===== src/rtl/skt_pkg.sv =====
// Shared types, widths and codes for the sorted key table.
// No dependencies; used by skt_cell and sorted_key_table.
`default_nettype none

package skt_pkg;

  localparam int CAPACITY_DEF = 16;
  localparam int PRICE_W      = 32;
  localparam int ID_W         = 16;
  localparam int STATUS_W     = 2;
  localparam int COUNT_OUT_W  = 5;

  // operation codes
  localparam logic OP_INSERT = 1'b0;
  localparam logic OP_REMOVE = 1'b1;

  // status codes
  localparam logic [STATUS_W-1:0] ST_DONE = 2'd0;
  localparam logic [STATUS_W-1:0] ST_FULL = 2'd1;
  localparam logic [STATUS_W-1:0] ST_MISS = 2'd2;

  typedef struct packed {
    logic               valid;
    logic [PRICE_W-1:0] price;
    logic [ID_W-1:0]    id;
  } entry_t;

  // broadcast to every cell
  typedef struct packed {
    logic               en;
    logic               op;
    logic [PRICE_W-1:0] price;
    logic [ID_W-1:0]    id;
  } ctrl_t;

endpackage

`default_nettype wire


===== src/rtl/skt_cell.sv =====
// One slot of the sorted table: holds an entry, compares it against the
// broadcast key and shifts with its neighbors. Depends on skt_pkg.
`default_nettype none

module skt_cell (
  input  wire logic           clk,
  input  wire logic           rst_n,
  input  wire skt_pkg::ctrl_t ctrl_i,
  input  wire logic           prev_cond_i,  // insert point lies left of this cell
  input  wire logic           take_i,       // remove: pull from right neighbor
  input  wire skt_pkg::entry_t left_i,
  input  wire skt_pkg::entry_t right_i,
  output skt_pkg::entry_t      cur_o,
  output skt_pkg::entry_t      nxt_o,
  output logic                 cond_o,
  output logic                 match_o
);

  logic                        valid_r;
  logic [skt_pkg::PRICE_W-1:0] price_r;
  logic [skt_pkg::ID_W-1:0]    id_r;
  skt_pkg::entry_t             new_entry;

  assign cur_o   = '{valid: valid_r, price: price_r, id: id_r};
  // empty slot or price not below new key: insert point is here or earlier
  assign cond_o  = !valid_r || (price_r >= ctrl_i.price);
  assign match_o = valid_r && (id_r == ctrl_i.id);

  assign new_entry = '{valid: 1'b1, price: ctrl_i.price, id: ctrl_i.id};

  always_comb begin
    nxt_o = cur_o;
    if (ctrl_i.en) begin
      unique case (ctrl_i.op)
        skt_pkg::OP_INSERT: begin
          if (cond_o) begin
            nxt_o = prev_cond_i ? left_i : new_entry;
          end
        end
        skt_pkg::OP_REMOVE: begin
          if (take_i) begin
            nxt_o = right_i;
          end
        end
        default: nxt_o = cur_o;
      endcase
    end
  end

  always_ff @(posedge clk) begin
    if (!rst_n) begin
      valid_r <= 1'b0;
    end else begin
      valid_r <= nxt_o.valid;
    end
  end

  always_ff @(posedge clk) begin
    price_r <= nxt_o.price;
    id_r    <= nxt_o.id;
  end

endmodule

`default_nettype wire


===== src/rtl/sorted_key_table.sv =====
// Sorted key table: up to CAPACITY (price, id) entries kept in ascending
// price order in a row of shift cells. Depends on skt_pkg and skt_cell.
`default_nettype none

// Each input beat is an insert or a remove-by-id. Insert places the entry
// ahead of the first stored entry whose price is not below its own (so it
// lands in front of equal prices); a full table drops it with status FULL.
// Remove deletes the first entry from the head whose id matches; a miss (or
// an empty table) leaves the table as is with status MISS. Every beat yields
// one result beat carrying status, entry count after the operation and the
// head entry (zeros when empty). Throughput is one item per clock: all cells
// compare against the broadcast key in parallel and shift by one slot in the
// same cycle, and the result is registered, so the result beat appears in the
// cycle after acceptance and the next item is taken while it waits, as long
// as the output register is free or being drained. The longest path is the
// first-match search over the cell match bits on remove (a CAPACITY-bit
// subtract). Entry payloads are not reset; only valid bits, the count and out_valid are.
module sorted_key_table #(
  parameter int CAPACITY = skt_pkg::CAPACITY_DEF
) (
  input  wire logic                           clk,
  input  wire logic                           rst_n,
  input  wire logic                           in_valid,
  output logic                                in_ready,
  input  wire logic                           in_operation,
  input  wire logic [skt_pkg::PRICE_W-1:0]    in_price,
  input  wire logic [skt_pkg::ID_W-1:0]       in_item_id,
  output logic                                out_valid,
  input  wire logic                           out_ready,
  output logic [skt_pkg::STATUS_W-1:0]        out_status,
  output logic [skt_pkg::COUNT_OUT_W-1:0]     out_entry_count,
  output logic [skt_pkg::PRICE_W-1:0]         out_head_price,
  output logic [skt_pkg::ID_W-1:0]            out_head_id
);

  localparam int CW = $clog2(CAPACITY + 1);

  logic                  accept;
  logic                  full;
  logic                  hit;
  logic                  is_remove;
  logic [CW-1:0]         count_r, count_nxt;
  logic [skt_pkg::STATUS_W-1:0] status;
  skt_pkg::ctrl_t        ctrl;

  skt_pkg::entry_t       cur   [CAPACITY];
  skt_pkg::entry_t       nxt   [CAPACITY];
  logic [CAPACITY-1:0]   cond;
  logic [CAPACITY-1:0]   match;
  logic [CAPACITY-1:0]   match_m1;
  logic [CAPACITY-1:0]   first_oh;
  logic [CAPACITY-1:0]   take;
  logic [CAPACITY-1:0]   valid_vec;

  logic                          out_valid_r;
  logic [skt_pkg::STATUS_W-1:0]  status_r;
  logic [CW-1:0]                 ocount_r;
  logic [skt_pkg::PRICE_W-1:0]   head_price_r;
  logic [skt_pkg::ID_W-1:0]      head_id_r;
  logic [CW+skt_pkg::COUNT_OUT_W-1:0] count_ext;

  // ---- handshake: output register frees up when drained ----
  assign in_ready  = !out_valid_r || out_ready;
  assign accept    = in_valid && in_ready;
  assign is_remove = (in_operation == skt_pkg::OP_REMOVE);

  assign full = (count_r == CW'(CAPACITY));
  assign hit  = |match;

  // ---- first matching id from the head, and every cell at or after it ----
  // match ^ (match-1) marks all bits up to the lowest set bit; the lowest set
  // bit itself is kept, the bits above it are the cells that shift left.
  assign match_m1 = match - CAPACITY'(1);
  assign first_oh = match & ~match_m1;
  assign take     = ~(match ^ match_m1) | first_oh;

  always_comb begin
    status = skt_pkg::ST_DONE;
    if (is_remove) begin
      if (!hit) status = skt_pkg::ST_MISS;
    end else begin
      if (full) status = skt_pkg::ST_FULL;
    end
  end

  // dropped insert must not touch the cells
  assign ctrl = '{en:    accept && !(!is_remove && full),
                  op:    in_operation,
                  price: in_price,
                  id:    in_item_id};

  always_comb begin
    count_nxt = count_r;
    if (accept && (status == skt_pkg::ST_DONE)) begin
      count_nxt = is_remove ? (count_r - CW'(1)) : (count_r + CW'(1));
    end
  end

  // ---- row of cells ----
  for (genvar i = 0; i < CAPACITY; i++) begin : g_cell
    skt_pkg::entry_t left_e, right_e;
    logic            prev_c;

    if (i == 0) begin : g_first
      assign left_e = '0;
      assign prev_c = 1'b0;
    end else begin : g_mid
      assign left_e = cur[i-1];
      assign prev_c = cond[i-1];
    end

    if (i == CAPACITY - 1) begin : g_last
      assign right_e = '0;
    end else begin : g_inner
      assign right_e = cur[i+1];
    end

    skt_cell u_cell (
      .clk         (clk),
      .rst_n       (rst_n),
      .ctrl_i      (ctrl),
      .prev_cond_i (prev_c),
      .take_i      (take[i]),
      .left_i      (left_e),
      .right_i     (right_e),
      .cur_o       (cur[i]),
      .nxt_o       (nxt[i]),
      .cond_o      (cond[i]),
      .match_o     (match[i])
    );

    assign valid_vec[i] = cur[i].valid;
  end

  // ---- count and result registers ----
  always_ff @(posedge clk) begin
    if (!rst_n) begin
      count_r     <= '0;
      out_valid_r <= 1'b0;
    end else begin
      count_r <= count_nxt;
      if (accept) begin
        out_valid_r <= 1'b1;
      end else if (out_ready) begin
        out_valid_r <= 1'b0;
      end
    end
  end

  // head comes from cell 0's next value: the table as it stands after the op
  always_ff @(posedge clk) begin
    if (accept) begin
      status_r     <= status;
      ocount_r     <= count_nxt;
      head_price_r <= nxt[0].valid ? nxt[0].price : '0;
      head_id_r    <= nxt[0].valid ? nxt[0].id    : '0;
    end
  end

  assign count_ext = {{skt_pkg::COUNT_OUT_W{1'b0}}, ocount_r};

  assign out_valid       = out_valid_r;
  assign out_status      = status_r;
  assign out_entry_count = count_ext[skt_pkg::COUNT_OUT_W-1:0];
  assign out_head_price  = head_price_r;
  assign out_head_id     = head_id_r;

`ifndef SYNTH
  // count never exceeds the table size
  a_count_range: assert property (@(posedge clk) disable iff (!rst_n)
    count_r <= CW'(CAPACITY))
    else $error("entry count above capacity");

  // occupied cells track the count
  a_valid_count: assert property (@(posedge clk) disable iff (!rst_n)
    $countones(valid_vec) == int'(count_r))
    else $error("valid cells disagree with entry count");

  // dropped insert leaves every cell's occupancy untouched
  a_full_drop: assert property (@(posedge clk) disable iff (!rst_n)
    accept && !is_remove && full |=> $stable(valid_vec))
    else $error("insert into full table changed the cells");

  // reported head agrees with cell 0 after the operation
  a_head: assert property (@(posedge clk) disable iff (!rst_n)
    accept |=> (out_head_price == (cur[0].valid ? cur[0].price : '0)))
    else $error("head price does not match first cell");
`endif

endmodule

`default_nettype wire


===== config.mk =====
export PLATFORM = sky130hd
export DESIGN_NAME = sorted_key_table
export DESIGN_NICKNAME = d
export VERILOG_FILES = /design/src/rtl/skt_pkg.sv /design/src/rtl/skt_cell.sv /design/src/rtl/sorted_key_table.sv
export SDC_FILE = /design/constraint.sdc
export NUM_CORES = 2
export LEC_CHECK = 0
export BUFFER_PORTS_ARGS = -buffer_cell sky130_fd_sc_hd__buf_2
export CAP_MARGIN = 20
export CORE_ASPECT_RATIO = 1.2
export CORE_MARGIN = 5
export CORE_UTILIZATION = 40
export CTS_BUF_LIST = sky130_fd_sc_hd__clkbuf_4
export CTS_CLUSTER_DIAMETER = 60
export DETAILED_ROUTE_END_ITERATION = 7
export PLACE_DENSITY = 0.57
export SETUP_SLACK_MARGIN = 0.4
export SLEW_MARGIN = 25
export SYNTH_ARGS = -nofsm -noshare
export SYNTH_HDL_FRONTEND = slang
export SYNTH_SLANG_ARGS = --single-unit

===== constraint.sdc =====
create_clock -name clk -period 14 [get_ports clk]
set_input_delay 0.7 -clock clk [delete_from_list [all_inputs] [get_ports clk]]
set_output_delay 0.7 -clock clk [all_outputs]
set_load 0.05 [all_outputs]

==> metrics <==
outcome=finished clean; Synth Cell Area=56600 um^2; Max IR drop VDD=83.5 uV; Initial Util=40.2%; Pwr per Cell Area=113 nW/um^2; RSZ-0062 raised after global routing=no; All-Layer GR Usage=28.6%; Seq pwr share=45.6%; Area Overhead vs Synth=9.64%; worst slew pin tran=1110 ps; die height=422 um; worst skew pair latency=1250 ps; Ports=110; antenna viol nets, final=0; Worst Path Arrival=6410 ps; Yosys reg bits=845; most frequent cells in the layout=edfxtp_1 (775), nand2_1 (740), ha_1 (515); Placer Congestion=0.959; Syn Area/Cell=10.2 um^2; Yosys warning count=0; final non-filler cell total=7631; CTS clock-pin slew for the worst setup and hold paths=60 ps; Layout Nets=6159; top cell type's share of synthesized area=41.1%; register area=24700 um^2; Hold Fails Final Rpt=0; TritonCTS buffer count=230; DRT Pass-1 Iters=7; Setup WS pre-CTS=7960 ps; post-CTS setup buffer count=0; CTS H-tree depth=4; core area=141000 um^2; period utilization=39.7%; synthesized instance count=5555; required time worst endpoint=14850 ps; Post-synth EDFFs=775; Comb pwr share=20.2%; Port Buffers=109; first-pass GRT wire length=320 mm; drt total wl=222 mm; worst hold path class=input port to register; via count=47500; Yosys cell types=92; f_max=180 MHz; commonest non-fill, non-tap cell in the layout=edfxtp_1; die width=353 um; site row count=151; CP endpoint kind=register; die area=149000 um^2; prevailing post-synth register cell=edfxtp_1; share of layout cells above drive strength 1=11.6%; crit-path max FO=32; clock group share of total power=34.2%; dpl cell area=58600 um^2; kind of critical path=input port to register; CTS max path bufs=3; area of the multi-input gates=30000 um^2; cts hold-fix bufs=36; Layout fillers=13700; global route overflow=0; number of global-route vias before repair=46000; setup TNS=0 ps; design area=62100 um^2; residual DRC count=0; DR WL/cell=29.1 um; CTS tree=done; # clock sinks=845; Slew Limit Headroom=25.3%; sequential area share after synthesis=43.6%; Setup Skew=54.5 ps; most area-hungry cell type in the Yosys netlist=edfxtp_1; Switch Pwr=2310 uW; minimum clock period=5550 ps; Async SR Flop Fraction=0%; Sw Share=32.8%; cell internal pwr=4720 uW; post-cts resize count=0; Max Transition Viols Final=0; top post-synthesis cells by area=edfxtp_1 (41%), ha_1 (11%), mux2i_1 (7.3%); max-cap violations=0; Worst Hold Slack=217 ps; Initial DRC Count=5467; initial antenna violation count=10; leakage=0.0252 uW; crit path launch type=input port; placed cells=7158; largest net degree at the start of global routing=209; Detail Placement HPWL=147 mm; Root Buffer=clkbuf_4; worst setup margin=8450 ps; post-DR vias/cell=6.22; setup violators final=0; Mapped Nets=6124
stage by stage:
step / total power, uW / util, %
floorplan: 4130 / -
global placement: 4620 / 41.6
CTS: 7040 / 44.0
detailed placement: 4640 / 41.6
finish: 7020 / 44.0
global route: 7320 / 44.0
final timing paths:
| check | end | from | cells past startpoint | slack [ps] |
|---|---|---|---|---|
| worst min register to register | g_cell[4].u_cell.valid_r | g_cell[4].u_cell.valid_r | 2 | 510 |
| worst max register to register | g_cell[9].u_cell.price_r[11] | g_cell[9].u_cell.price_r[29] | 9 | 8980 |
| worst max-delay path | g_cell[9].u_cell.price_r[11] | in_price[31] | 12 | 8450 |
| worst min-delay path | g_cell[0].u_cell.id_r[1] | in_item_id[1] | 3 | 220 |
registers in the layout, summed over array words and instances, names as in the netlist, 2 cells and up:
register,count
out_head_id,16
g_cell.u_cell.id_r,256
g_cell.u_cell.price_r,512
count_r,5
g_cell.u_cell.valid_r,16
out_head_price,32
out_status,2
out_entry_count,5
synth_stat cells (9+ instances only):
cell type	n
a2111oi_0	13
a211oi_1	29
a21o_1	111
a21oi_1	509
a221o_1	32
a22o_1	48
a22oi_1	72
a2bb2oi_1	282
and2_1	9
buf_1	27
buf_2	68
buf_4	21
buf_6	12
clkbuf_1	313
dfxtp_1	70
edfxtp_1	775
ha_1	515
inv_1	71
mux2i_1	410
nand2_1	745
nand2b_1	32
nand3_1	32
nand4_1	107
nor2_1	242
nor2b_1	35
nor3_1	25
nor4_1	49
o2111ai_1	9
o211ai_1	17
o21a_1	9
o21ai_0	192
o21ai_1	241
o221a_2	17
or3_1	19
xnor2_1	126
xor2_1	135
metal layers:
metal	vias to the layer above	routed length, um	GRT usage (%)
met2	2397	102000	46.2
met4	4	12600	15.2
met1	23400	90000	36.9
li1	21100	-	-
met5	-	18	0
met3	572	17300	5.02
power groups by stage:
stage          clock network [uW]  logic, uW  registers (uW)
3_5_place_dp                    0       1390            3250
6_report                     2400       1420            3200
5_1_grt                      2570       1530            3220
4_1_cts                      2440       1400            3200
3_3_place_gp                    0       1360            3250
2_1_floorplan                   0        901            3230
kinds of logic after synthesis:
family / Yosys count / synth area share, %
compound gates: 1646 / 18.9
xor+xnor: 261 / 4.04
fa+ha+maj: 516 / 11.4
buf+inv: 518 / 3.97
flops: 845 / 43.6
mux: 415 / 7.36
simple gates: 1354 / 10.7
critical path, cell delays in order:
cell and delay, ps:
dlygate4sd3_1 550, buf_2 380, inv_1 490, ha_1 480
nand4_1 230, nor4_1 740, or3b_1 400, o211ai_1 210
buf_4 650, o21bai_1 210, inv_2 620, buf_4 660
cell type report:
type                    instances  share of cell area, %
diodes                          8                 0.0323
clock buffers                 365                   4.42
clock inverters                64                  0.528
inverters                      73                  0.456
multi-input cells            4192                   48.3
flip-flops and latches        845                   39.8
well taps                    1836                   3.70
repair buffers                248                   2.81
(Power assumes the default switching activity.)
